$ cat src/rtl/rsi_pkg.sv
// Shared types and constants for the relative strength index block.
// Depends on nothing; used by rsi_step and relative_strength_index.
package rsi_pkg;

    // Period register
    localparam int              PERIOD_BITS  = 10;
    localparam logic [9:0]      PERIOD_RESET = 10'd14;
    localparam logic [9:0]      PERIOD_MIN   = 10'd2;

    // RSI scale: 100 with 16 fraction bits
    localparam int              RSI_BITS       = 23;
    localparam logic [22:0]     RSI_SCALE      = 23'd6553600;
    localparam int              SCALE_IDX_BITS = 5;

    // Sequencer states
    typedef enum logic [6:0] {
        S_IDLE  = 7'b0000001,
        S_PREP  = 7'b0000010,
        S_DIV   = 7'b0000100,
        S_APPLY = 7'b0001000,
        S_SUM   = 7'b0010000,
        S_RATIO = 7'b0100000,
        S_FIN   = 7'b1000000
    } t_state;

    // How the averages are updated for the current beat
    typedef enum logic [2:0] {
        M_WARM   = 3'b001,
        M_FIRST  = 3'b010,
        M_SMOOTH = 3'b100
    } t_mode;

    // Control of the shared shift-subtract unit
    typedef struct packed {
        logic clr;
        logic run;
        logic dbl;
    } t_step_ctl;

endpackage

$ cat src/rtl/rsi_step.sv
// Shared shift-subtract step unit: one restoring division step per cycle.
// Depends on rsi_pkg (t_step_ctl).
module rsi_step #(
    parameter int W  = 49,
    parameter int QW = 48
) (
    input  logic                  i_clk,
    input  rsi_pkg::t_step_ctl    i_ctl,
    input  logic [W-1:0]          i_addend,
    input  logic [W-1:0]          i_divisor,
    output logic [QW-1:0]         o_quot
);

    logic [W-1:0]  r_rem,  n_rem;
    logic [QW-1:0] r_quot, n_quot;
    logic [W:0]    sum;
    logic [W:0]    diff;
    logic          ge;

    // rem' = (dbl ? 2*rem : rem) + addend, then one compare/subtract
    always_comb begin
        sum    = (i_ctl.dbl ? {r_rem, 1'b0} : {1'b0, r_rem}) + {1'b0, i_addend};
        diff   = sum - {1'b0, i_divisor};
        ge     = (sum >= {1'b0, i_divisor});
        n_rem  = r_rem;
        n_quot = r_quot;
        if (i_ctl.clr) begin
            n_rem  = '0;
            n_quot = '0;
        end else if (i_ctl.run) begin
            n_rem  = ge ? diff[W-1:0] : sum[W-1:0];
            n_quot = (i_ctl.dbl ? {r_quot[QW-2:0], 1'b0} : r_quot) + QW'(ge);
        end
    end

    always_ff @(posedge i_clk) begin
        r_rem  <= n_rem;
        r_quot <= n_quot;
    end

    assign o_quot = r_quot;

endmodule

$ cat src/rtl/relative_strength_index.sv
// Relative strength index with Wilder smoothing, top level and sequencer.
// Depends on rsi_pkg and rsi_step.
//
// One price beat in, one result beat out. A warm-up beat (fewer than period
// prices seen) updates the sums without a division. For the period-th beat
// and every later one both averages are divided by the period on the shared
// shift-subtract unit, one quotient bit per cycle, and the scaled ratio
// 100*2^16*gain/(gain+loss) takes 46 steps on the same unit. When gain+loss
// is zero the ratio is skipped. The price input is not ready while a beat is
// in work; the next price is taken while the previous result still waits in
// the output register.
// A period write of 0 or 1 acts as 2. A zero gain+loss gives RSI 0 with
// o_no_movement set. Warm-up sums saturate at 2^ACC_BITS - 1.
module relative_strength_index #(
    parameter int PRICE_BITS = 32,
    parameter int ACC_BITS   = 48
) (
    input  logic                          i_clk,
    input  logic                          i_rst_n,
    // configuration
    input  logic                          i_cfg_we,
    input  logic [rsi_pkg::PERIOD_BITS-1:0] i_cfg_data,
    // price channel
    input  logic                          i_price_valid,
    output logic                          o_price_ready,
    input  logic [PRICE_BITS-1:0]         i_price,
    // result channel
    output logic                          o_res_valid,
    input  logic                          i_res_ready,
    output logic                          o_ready_res,
    output logic [rsi_pkg::RSI_BITS-1:0]  o_rsi_value,
    output logic                          o_no_movement
);

    localparam int AVG_W = (ACC_BITS > PRICE_BITS) ? ACC_BITS : PRICE_BITS;
    localparam int W     = AVG_W + 1;
    localparam int CNT_W = $clog2(AVG_W);
    localparam logic [W-1:0] ACC_MAX = W'({ACC_BITS{1'b1}});

    // state and control registers
    rsi_pkg::t_state               r_state,  n_state;
    logic [rsi_pkg::PERIOD_BITS-1:0] r_period, n_period;
    logic [PRICE_BITS-1:0]         r_last_price, n_last_price;
    logic [rsi_pkg::PERIOD_BITS-1:0] r_count, n_count;
    logic [AVG_W-1:0]              r_gain, n_gain;
    logic [AVG_W-1:0]              r_loss, n_loss;
    logic                          r_out_valid, n_out_valid;

    // payload registers
    logic [AVG_W-1:0]              r_rise, n_rise;
    logic [AVG_W-1:0]              r_fall, n_fall;
    rsi_pkg::t_mode                r_mode, n_mode;
    logic                          r_add_en, n_add_en;
    logic [rsi_pkg::PERIOD_BITS-1:0] r_p, n_p;
    logic                          r_sel, n_sel;
    logic                          r_neg, n_neg;
    logic [AVG_W-1:0]              r_dvd, n_dvd;
    logic [CNT_W-1:0]              r_cnt, n_cnt;
    logic                          r_phase, n_phase;
    logic [W-1:0]                  r_den, n_den;
    logic                          r_res_ready, n_res_ready;
    logic                          r_res_zero, n_res_zero;
    logic                          r_o_ready_res, n_o_ready_res;
    logic [rsi_pkg::RSI_BITS-1:0]  r_o_rsi, n_o_rsi;
    logic                          r_o_nomove, n_o_nomove;

    // datapath helpers
    logic [rsi_pkg::PERIOD_BITS-1:0] p_eff;
    logic [rsi_pkg::PERIOD_BITS:0] size;
    logic [AVG_W-1:0]              price_ext, last_ext;
    logic [AVG_W-1:0]              avg_cur, mv_cur;
    logic [W-1:0]                  sat_sum;
    logic [AVG_W-1:0]              sat_val;
    logic [W-1:0]                  den_sum;
    logic [AVG_W-1:0]              quot_avg;
    logic                          price_beat;

    // shared unit hookup
    rsi_pkg::t_step_ctl            step_ctl;
    logic [W-1:0]                  step_add;
    logic [W-1:0]                  step_div;
    logic [AVG_W-1:0]              step_quot;

    rsi_step #(
        .W  (W),
        .QW (AVG_W)
    ) u_step (
        .i_clk     (i_clk),
        .i_ctl     (step_ctl),
        .i_addend  (step_add),
        .i_divisor (step_div),
        .o_quot    (step_quot)
    );

    assign price_beat = i_price_valid && o_price_ready;
    assign p_eff      = (r_period < rsi_pkg::PERIOD_MIN) ? rsi_pkg::PERIOD_MIN : r_period;
    assign size       = {1'b0, r_count} + 11'd1;
    assign price_ext  = AVG_W'(i_price);
    assign last_ext   = AVG_W'(r_last_price);
    assign avg_cur    = r_sel ? r_loss : r_gain;
    assign mv_cur     = r_sel ? r_fall : r_rise;
    assign sat_sum    = {1'b0, avg_cur} + {1'b0, mv_cur};
    assign sat_val    = (sat_sum > ACC_MAX) ? ACC_MAX[AVG_W-1:0] : sat_sum[AVG_W-1:0];
    assign den_sum    = {1'b0, r_gain} + {1'b0, r_loss};
    assign quot_avg   = step_quot;

    // step unit operands: divide by period, or scaled ratio gain/(gain+loss)
    always_comb begin
        step_ctl.clr = 1'b0;
        step_ctl.run = 1'b0;
        step_ctl.dbl = 1'b0;
        step_add     = '0;
        step_div     = r_den;
        case (r_state)
            rsi_pkg::S_PREP: begin
                step_ctl.clr = (r_mode != rsi_pkg::M_WARM);
            end
            rsi_pkg::S_SUM: begin
                step_ctl.clr = 1'b1;
            end
            rsi_pkg::S_DIV: begin
                step_ctl.run = 1'b1;
                step_ctl.dbl = 1'b1;
                step_add     = W'(r_dvd[AVG_W-1]);
                step_div     = W'(r_p);
            end
            rsi_pkg::S_RATIO: begin
                step_ctl.run = 1'b1;
                step_ctl.dbl = !r_phase;
                if (r_phase && rsi_pkg::RSI_SCALE[r_cnt[rsi_pkg::SCALE_IDX_BITS-1:0]]) begin
                    step_add = {1'b0, r_gain};
                end
            end
            default: begin
            end
        endcase
    end

    // sequencer
    always_comb begin
        n_state       = r_state;
        n_period      = r_period;
        n_last_price  = r_last_price;
        n_count       = r_count;
        n_gain        = r_gain;
        n_loss        = r_loss;
        n_out_valid   = r_out_valid && !i_res_ready;
        n_rise        = r_rise;
        n_fall        = r_fall;
        n_mode        = r_mode;
        n_add_en      = r_add_en;
        n_p           = r_p;
        n_sel         = r_sel;
        n_neg         = r_neg;
        n_dvd         = r_dvd;
        n_cnt         = r_cnt;
        n_phase       = r_phase;
        n_den         = r_den;
        n_res_ready   = r_res_ready;
        n_res_zero    = r_res_zero;
        n_o_ready_res = r_o_ready_res;
        n_o_rsi       = r_o_rsi;
        n_o_nomove    = r_o_nomove;

        if (i_cfg_we) begin
            n_period = i_cfg_data;
        end

        case (r_state)
            rsi_pkg::S_IDLE: begin
                if (price_beat) begin
                    n_rise       = (price_ext > last_ext) ? price_ext - last_ext : '0;
                    n_fall       = (price_ext > last_ext) ? '0 : last_ext - price_ext;
                    n_last_price = i_price;
                    n_p          = p_eff;
                    n_add_en     = (size > 11'd1);
                    n_sel        = 1'b0;
                    n_res_zero   = 1'b0;
                    if (size < {1'b0, p_eff}) begin
                        n_mode      = rsi_pkg::M_WARM;
                        n_count     = size[rsi_pkg::PERIOD_BITS-1:0];
                        n_res_ready = 1'b0;
                    end else if (size == {1'b0, p_eff}) begin
                        n_mode      = rsi_pkg::M_FIRST;
                        n_count     = size[rsi_pkg::PERIOD_BITS-1:0];
                        n_res_ready = 1'b1;
                    end else begin
                        n_mode      = rsi_pkg::M_SMOOTH;
                        n_res_ready = 1'b1;
                    end
                    n_state = rsi_pkg::S_PREP;
                end
            end
            rsi_pkg::S_PREP: begin
                n_cnt = CNT_W'(AVG_W - 1);
                case (r_mode)
                    rsi_pkg::M_WARM: begin
                        if (r_add_en) begin
                            if (r_sel) n_loss = sat_val;
                            else       n_gain = sat_val;
                        end
                        n_sel   = 1'b1;
                        n_state = r_sel ? rsi_pkg::S_FIN : rsi_pkg::S_PREP;
                    end
                    rsi_pkg::M_FIRST: begin
                        n_dvd   = sat_val;
                        n_state = rsi_pkg::S_DIV;
                    end
                    rsi_pkg::M_SMOOTH: begin
                        n_neg   = (mv_cur < avg_cur);
                        n_dvd   = (mv_cur < avg_cur) ? avg_cur - mv_cur : mv_cur - avg_cur;
                        n_state = rsi_pkg::S_DIV;
                    end
                    default: begin
                        n_state = rsi_pkg::S_IDLE;
                    end
                endcase
            end
            rsi_pkg::S_DIV: begin
                n_dvd = {r_dvd[AVG_W-2:0], 1'b0};
                n_cnt = r_cnt - CNT_W'(1);
                if (r_cnt == '0) begin
                    n_state = rsi_pkg::S_APPLY;
                end
            end
            rsi_pkg::S_APPLY: begin
                // new average from the quotient just finished
                if (r_mode == rsi_pkg::M_FIRST) begin
                    if (r_sel) n_loss = quot_avg;
                    else       n_gain = quot_avg;
                end else begin
                    if (r_sel) n_loss = r_neg ? avg_cur - quot_avg : avg_cur + quot_avg;
                    else       n_gain = r_neg ? avg_cur - quot_avg : avg_cur + quot_avg;
                end
                n_sel   = 1'b1;
                n_state = r_sel ? rsi_pkg::S_SUM : rsi_pkg::S_PREP;
            end
            rsi_pkg::S_SUM: begin
                n_den   = den_sum;
                n_cnt   = CNT_W'(rsi_pkg::RSI_BITS - 1);
                n_phase = 1'b0;
                if (den_sum == '0) begin
                    n_res_zero = 1'b1;
                    n_state    = rsi_pkg::S_FIN;
                end else begin
                    n_state = rsi_pkg::S_RATIO;
                end
            end
            rsi_pkg::S_RATIO: begin
                // double step then add step, once per bit of the scale
                n_phase = !r_phase;
                if (r_phase) begin
                    n_cnt = r_cnt - CNT_W'(1);
                    if (r_cnt == '0) begin
                        n_state = rsi_pkg::S_FIN;
                    end
                end
            end
            rsi_pkg::S_FIN: begin
                if (!r_out_valid || i_res_ready) begin
                    n_out_valid   = 1'b1;
                    n_o_ready_res = r_res_ready;
                    n_o_nomove    = r_res_ready && r_res_zero;
                    n_o_rsi       = (r_res_ready && !r_res_zero) ?
                                    step_quot[rsi_pkg::RSI_BITS-1:0] : '0;
                    n_state       = rsi_pkg::S_IDLE;
                end
            end
            default: begin
                n_state = rsi_pkg::S_IDLE;
            end
        endcase
    end

    // control and model state, synchronous reset
    always_ff @(posedge i_clk) begin
        if (!i_rst_n) begin
            r_state      <= rsi_pkg::S_IDLE;
            r_period     <= rsi_pkg::PERIOD_RESET;
            r_last_price <= '0;
            r_count      <= '0;
            r_gain       <= '0;
            r_loss       <= '0;
            r_out_valid  <= 1'b0;
        end else begin
            r_state      <= n_state;
            r_period     <= n_period;
            r_last_price <= n_last_price;
            r_count      <= n_count;
            r_gain       <= n_gain;
            r_loss       <= n_loss;
            r_out_valid  <= n_out_valid;
        end
    end

    // working and output payload
    always_ff @(posedge i_clk) begin
        r_rise        <= n_rise;
        r_fall        <= n_fall;
        r_mode        <= n_mode;
        r_add_en      <= n_add_en;
        r_p           <= n_p;
        r_sel         <= n_sel;
        r_neg         <= n_neg;
        r_dvd         <= n_dvd;
        r_cnt         <= n_cnt;
        r_phase       <= n_phase;
        r_den         <= n_den;
        r_res_ready   <= n_res_ready;
        r_res_zero    <= n_res_zero;
        r_o_ready_res <= n_o_ready_res;
        r_o_rsi       <= n_o_rsi;
        r_o_nomove    <= n_o_nomove;
    end

    assign o_price_ready = (r_state == rsi_pkg::S_IDLE);
    assign o_res_valid   = r_out_valid;
    assign o_ready_res   = r_o_ready_res;
    assign o_rsi_value   = r_o_rsi;
    assign o_no_movement = r_o_nomove;

    // a finished beat waits while the output register is still occupied
    a_fin_wait: assert property (@(posedge i_clk) disable iff (!i_rst_n)
        (r_state == rsi_pkg::S_FIN) && r_out_valid && !i_res_ready
        |=> (r_state == rsi_pkg::S_FIN))
        else $error("finished beat overwrote a pending result");

    // a result beat before warm-up ends carries all zero fields
    a_not_ready_zero: assert property (@(posedge i_clk) disable iff (!i_rst_n)
        o_res_valid && !o_ready_res |-> (o_rsi_value == '0) && !o_no_movement)
        else $error("non-ready result with nonzero fields");

    // RSI never exceeds 100
    a_rsi_range: assert property (@(posedge i_clk) disable iff (!i_rst_n)
        o_res_valid |-> (o_rsi_value <= rsi_pkg::RSI_SCALE))
        else $error("RSI above full scale");

    // no movement forces a zero RSI
    a_nomove_zero: assert property (@(posedge i_clk) disable iff (!i_rst_n)
        o_res_valid && o_no_movement |-> (o_rsi_value == '0) && o_ready_res)
        else $error("no-movement result with nonzero RSI");

    // a price beat always starts the sequencer
    a_beat_starts: assert property (@(posedge i_clk) disable iff (!i_rst_n)
        price_beat |=> (r_state == rsi_pkg::S_PREP))
        else $error("price beat did not start the sequencer");

endmodule
$ cat config.mk
export PLATFORM = sky130hd
export DESIGN_NAME = relative_strength_index
export DESIGN_NICKNAME = d
export VERILOG_FILES = /design/src/rtl/rsi_pkg.sv /design/src/rtl/rsi_step.sv /design/src/rtl/relative_strength_index.sv
export SDC_FILE = /design/constraint.sdc
export NUM_CORES = 2
export LEC_CHECK = 0
export BUFFER_PORTS_ARGS = -buffer_cell sky130_fd_sc_hd__buf_2
export CAP_MARGIN = 20
export CORE_ASPECT_RATIO = 1.25
export CORE_MARGIN = 5
export CORE_UTILIZATION = 30
export CTS_BUF_LIST = sky130_fd_sc_hd__clkbuf_8
export CTS_CLUSTER_DIAMETER = 30
export DETAILED_ROUTE_END_ITERATION = 12
export PLACE_DENSITY = 0.52
export SYNTH_ARGS = -nofsm -noshare
export SYNTH_HDL_FRONTEND = slang
export SYNTH_SLANG_ARGS = --single-unit
$ cat constraint.sdc
create_clock -name i_clk -period 16.12 [get_ports i_clk]
set_clock_uncertainty 0.2 [all_clocks]
set_input_delay 3.224 -clock i_clk [delete_from_list [all_inputs] [get_ports i_clk]]
set_output_delay 3.224 -clock i_clk [all_outputs]
set_load 0.02 [all_outputs]
Word-level counts from Yosys, hierarchy flattened
Memory sizes are Yosys's and may differ from the RTL's. A register that Yosys moved wholly into a read port is not among the register bits. Index checks and enable logic that the tools add are counted.

Bits in registers: 496. Bits in latches: 0. RAM bits: 0. ROM bits: 32. Input bits: 47. Output and inout port bits: 27. Logic and storage cells: 159. Memories kept: 1.

Add/subtract/negate cells: 13. $mul: 0. Divide/modulo/power cells: 0. Order comparisons: 8. Eq/ne operators: 25. Shifts and indexed selects: 0. Muxes and demuxes: 56. Bitwise operators: 0. Reductions and logical operators: 31.

Memories: (no name shown) (words 32, bits a word 1, read ports 1, clocked after memory_dff 1, wr ports 0, RTL line relative_strength_index.sv:130) `if (r_phase && rsi_pkg::RSI_SCALE[r_cnt[rsi_pkg::SCALE_IDX_BITS-1:0]]) begin`.

Operators with widths (count): 2-to-1 mux 48 bit (19); one-hot mux 48 bit (2 select lines) (5); subtractor 48 bit (3); adder 48 x 48 -> 49 bit (2); 2-to-1 mux 49 bit (2); subtractor 32 x 32 -> 33 bit (2); adder 50 x 48 -> 50 bit (1); greater-or-equal comparator 50 x 49 -> 1 bit (1); 2-to-1 mux 50 bit (1); greater-than comparator 49 x 48 -> 1 bit, second input constant (1); logical NOT 49 bit (1); 2-to-1 mux 7 bit (7); one-hot mux 7 bit (7 select lines) (1); subtractor 49 bit (1); adder 48 x 1 -> 48 bit (1); adder 48 bit (1); < comparator 48 bit (1); greater-than comparator 32 bit (1); 2-to-1 mux 10 bit (3); one-hot mux 6 bit (4 select lines) (1); != test 2 bit, second input constant (11); AND reduction 5 bit (3); one-hot mux 7 bit (2 select lines) (1); adder 10 x 1 -> 11 bit, second input constant (1); 36 further kinds (62).

Depth between registers and ports, before layout
Word-level depth: 8. Mapped depth: 49. Depth with buffers taken out: 43.

By module
Synthesis repeated with hierarchy kept, for this count alone.

Cells, all modules: 6302. Area, all modules: 47898.4 µm².

By module, submodules not included: relative_strength_index (instances 1, cells each 4543, area an instance 35267.6 µm², seq. area each 9539.1 µm²); rsi_step (instances 1, cells each 1759, area an instance 12630.9 µm², seq. area each 1941.9 µm²).

Least setup slack after synthesis
No wires, ideal clock.

Path type: register to register. From: register r_state[6]. To: register u_step.r_quot[46] (netlist: u_step.o_quot[46]). Setup time: 0.128 ns. Data arrival time: 9.888 ns. Required time: 15.792 ns. Path slack: 5.904 ns. Stages on the path, launching flop included: 48. Buffers on the path: 8. Period minus slack after synthesis: 10.216 ns. Cell sequence: dfxtp_1 > nor3_1 > o211ai_2 > buf_2 > clkbuf_1 > buf_1 > buf_1 > clkbuf_1 > and2_1 > ha_1 > fa_1 > a211oi_1 > o311ai_0 > a2111oi_0 > o21a_1 > o21bai_1 > a21o_1 > a21o_1 > (+12 left out) > a31oi_4 > a311oi_4 > inv_4 > buf_2 > ha_1 > ha_1 > nand4_1 > a2111oi_4 > o2111ai_1 > or2_1 > nor2_2 > and3_1 > clkbuf_2 > nand3_1 > a211o_1 > a21o_1 > a21oi_1 > nor2_1.

Word-level cells in the longest chain between the ends: 6. Elaborated cells between the ends (all ways): 13. Classes of those cells: 2 x add/sub; 1 x order compare; 4 x eq/ne; 6 x mux.

RTL lines: start: declaration (RTL line relative_strength_index.sv:41) `rsi_pkg::t_state r_state, n_state;`; start signal: assignment (RTL line relative_strength_index.sv:278) `r_state <= rsi_pkg::S_IDLE;`; start signal: assignment (RTL line relative_strength_index.sv:286) `r_state <= n_state;`; == test 7 x 6 -> 1 bit or == test 7 x 3 -> 1 bit (tied branches) (RTL line relative_strength_index.sv:114) `case (r_state)`; one-hot mux 2 bit (2 select lines) (RTL line relative_strength_index.sv:114); 2-to-1 mux 50 bit (RTL line rsi_step.sv:22) `sum = (i_ctl.dbl ? {r_rem, 1'b0} : {1'b0, r_rem}) + {1'b0, i_addend};`; adder 50 x 48 -> 50 bit (RTL line rsi_step.sv:22); greater-or-equal comparator 50 x 49 -> 1 bit (RTL line rsi_step.sv:24) `ge = (sum >= {1'b0, i_divisor});`; adder 48 x 1 -> 48 bit (RTL line rsi_step.sv:32) `n_quot = (i_ctl.dbl ? {r_quot[QW-2:0], 1'b0} : r_quot) + QW'(ge);`; end signal: assignment (RTL line rsi_step.sv:38) `r_quot <= n_quot;`; end: declaration (RTL line rsi_step.sv:15) `logic [QW-1:0] r_quot, n_quot;`.

Parallel ways exist; a longest one is shown, timed or not. A chain may end at the register's enable or synchronous reset.

Worst setup path in the final report
Ends and elaborated chain as after synthesis.

==> run metrics <==
post-synthesis sequential area ratio 24.7%; Synth Cell Area 46500 um^2; Main synth FF type dfxtp_1; Post-Syn Nets 6750; FFs w/ async S/R, synth 0%; Clock Tree Buf Depth 3; type of the worst setup path flip-flop to flip-flop; status finished, final reports clean; crit path launch type flip-flop; hpwl dp 144 mm; Syn Inst Count 6278; # DRC 0; worst-margin pin slew 988 ps; adder-cell area share of the yosys netlist 11.6%; top-count cell post-synth nand2_1; Fmax 78.0 MHz; Multi-input gate area 32500 um^2; input/output buffers 73; post-synthesis mux area share 2.86%; Antenna Nets Post-Route 0; most frequent CP cell ha_1; effective utilization at floorplan 30.2%; # setup viols final 0; xor-xnor portion of the synthesized cell area 6.82%; final period utilization 79.5%; Leakage 21.8 nW; post-synthesis simple-gate area fraction 21.3%; First-pass DRT Iterations 7; Synth Warn # 0; min Tclk post-route 12820 ps; post-synthesis compound-gate area fraction 27.1%; hold slack 269 ps; GPL Wtd Cong 0.996; CP max-delay cell a2111oi_0; clock slew at reported path FFs 60 ps; top-area cell type share of the netlist area 13.8%; gr usage total 21.3%; initial antenna violation count 3; Register Area 11500 um^2; Core Region 154000 um^2; GRT Residual Overflow 0; Hold Path Class flip-flop to flip-flop; layout net count 6652; Die Y 450 um; Fin Setup TNS 0 ps; vias in the first global route 44168; Final Total Pwr 4.94 mW; Max Slew Vio Count 0; Distinct cells, synth 102; RSZ-0062 raised after global routing no; row cnt 161; EDFF count, synth 213; post-CTS sizing 0; Critical Path RT 16640 ps; share of layout cells above drive strength 1 7.46%; largest net degree at the start of global routing 95; leading area contributor after synthesis edfxtp_1; fill cell count 16487; Critical Path Fanout Max 55; Worst EP arrival 13340 ps; worst-skew pair later-pin latency 890 ps; CTS Hold Bufs 0; first-pass GRT wire length 271 mm; Synth area leaders edfxtp_1 (14%), ha_1 (11%), dfxtp_1 (11%); Max-Cap Viols 0; CTS tree yes; largest family of logic cells by synthesized area compound AO/OA/AOI/OAI gates; H-Tree Depth 3; Avg Synthesized Cell Area 7.40 um^2; TritonCTS buffer count 121; CTS root buf clkbuf_8; I/O Pins 74; overall die area 163000 um^2; Max-slew headroom 32.4%; Clock Sinks 467; Post-synth top cells nand2_1 (875), a21oi_1 (745), nor2_1 (570); VDD IR max 0.0688 mV; vias per cell 5.54; Routed WL per cell 21.9 um; Power Density 95.5 nW/um^2; Critical Path End Type flip-flop; Vias 46112; Die X 362 um; Final Hold Violating Endpoints 0; Yosys reg bits 467; P&R area growth vs syn 11.3%; Post-CTS Setup Inserts 0; Routed WL 182 mm; Max stage delay on crit path 930 ps; drt first-iter violations 3679
[report_power, final]
part           total (mW)  leakage, nW  switching, mW  internal, mW
Sequential           1.35         4.03         0.0323          1.31
Combinational        1.71         16.3           1.14         0.572
Clock                1.88         1.50          0.719          1.16
Total                4.94         21.8           1.89          3.05
[sequential cells by signal, summed over array words and instances (netlist names), 3 cells and up, named ones only]
name	flops
r_p	10
u_step.r_rem	49
r_last_price	32
r_count	10
r_gain	48
r_loss	48
o_rsi_value	23
r_state	7
r_rise	33
r_dvd	48
r_den	49
r_period	10
r_mode	3
r_cnt	6
u_step.o_quot	48
r_fall	33
[through the flow]
step | instance area, um^2 | cells | setup slack [ps] | utilization, %
finish | 51700 | 8327 | 3300 | 33.6
global route | 51700 | 8325 | 2500 | 33.6
CTS | 51700 | 8324 | 3310 | 33.6
detailed placement | 48700 | 8094 | 3410 | 31.6
global placement | 48700 | 8093 | 3570 | 31.6
floorplan | 46500 | 6278 | 5900 | -
[layer usage]
metal  global-route usage, %  vias up  part of all wire [%]
li1                        -    22256                     -
met1                    25.7    21979                    41
met2                    36.4     1459                    47
met3                    2.41      416                   4.9
met4                    12.5        2                   6.9
met5                       0        -                 0.011
[cell families (layout without fill, tap and decap cells)]
family | after synthesis | in the layout
xor+xnor | 362 | 362
other cells | 0 | 3
fa+ha+maj | 425 | 425
simple gates | 2179 | 2179
mux | 132 | 132
buf+inv | 691 | 700
compound gates | 2022 | 2022
flops | 467 | 467
[layout make-up]
class,instances,area share [%]
sequential,467,22.2
inverter,313,2.29
antenna,3,0.0145
tap,2037,4.93
clock buffer,124,3.30
timing repair buffer,157,1.93
multi-input combinational,5120,62.8
clock inverter,106,2.58
[cell usage in the layout (no fill, tap or decap), drive strengths merged, types with 110 or more instances in the layout]
cell type and count:
xor2 110, inv 327, nor2 571, a21o 171, xnor2 252, o21ai 415, ha 416, buf 157
edfxtp 213, a21oi 745, dfxtp 254, nand3 121, clkbuf 124, mux2i 127, nand2 875, and2 131
[critical path: cells and delay by family, from the launching register on]
kind / cells / cell delay, ps
buffers and inverters: 2 / 840
and+or+nand+nor: 14 / 4380
adders and majority gates: 4 / 1370
AOI/OAI and AO/OA: 19 / 5340
xor gates and xnor gates: 1 / 120
DFF: 1 / 340
[path summary, 6_finish.rpt]
| path | to | start | slack [ps] | depth (start not counted) |
|---|---|---|---|---|
| worst min register to register | r_p[2] | r_period[2] | 270 | 0 |
| worst min-delay path | r_p[2] | r_period[2] | 270 | 0 |
| worst max register to register | u_step.o_quot[46] | r_state[6] | 3300 | 40 |
| worst max-delay path | u_step.o_quot[46] | r_state[6] | 3300 | 40 |
Note: power is estimated with default switching activity, not from simulation.
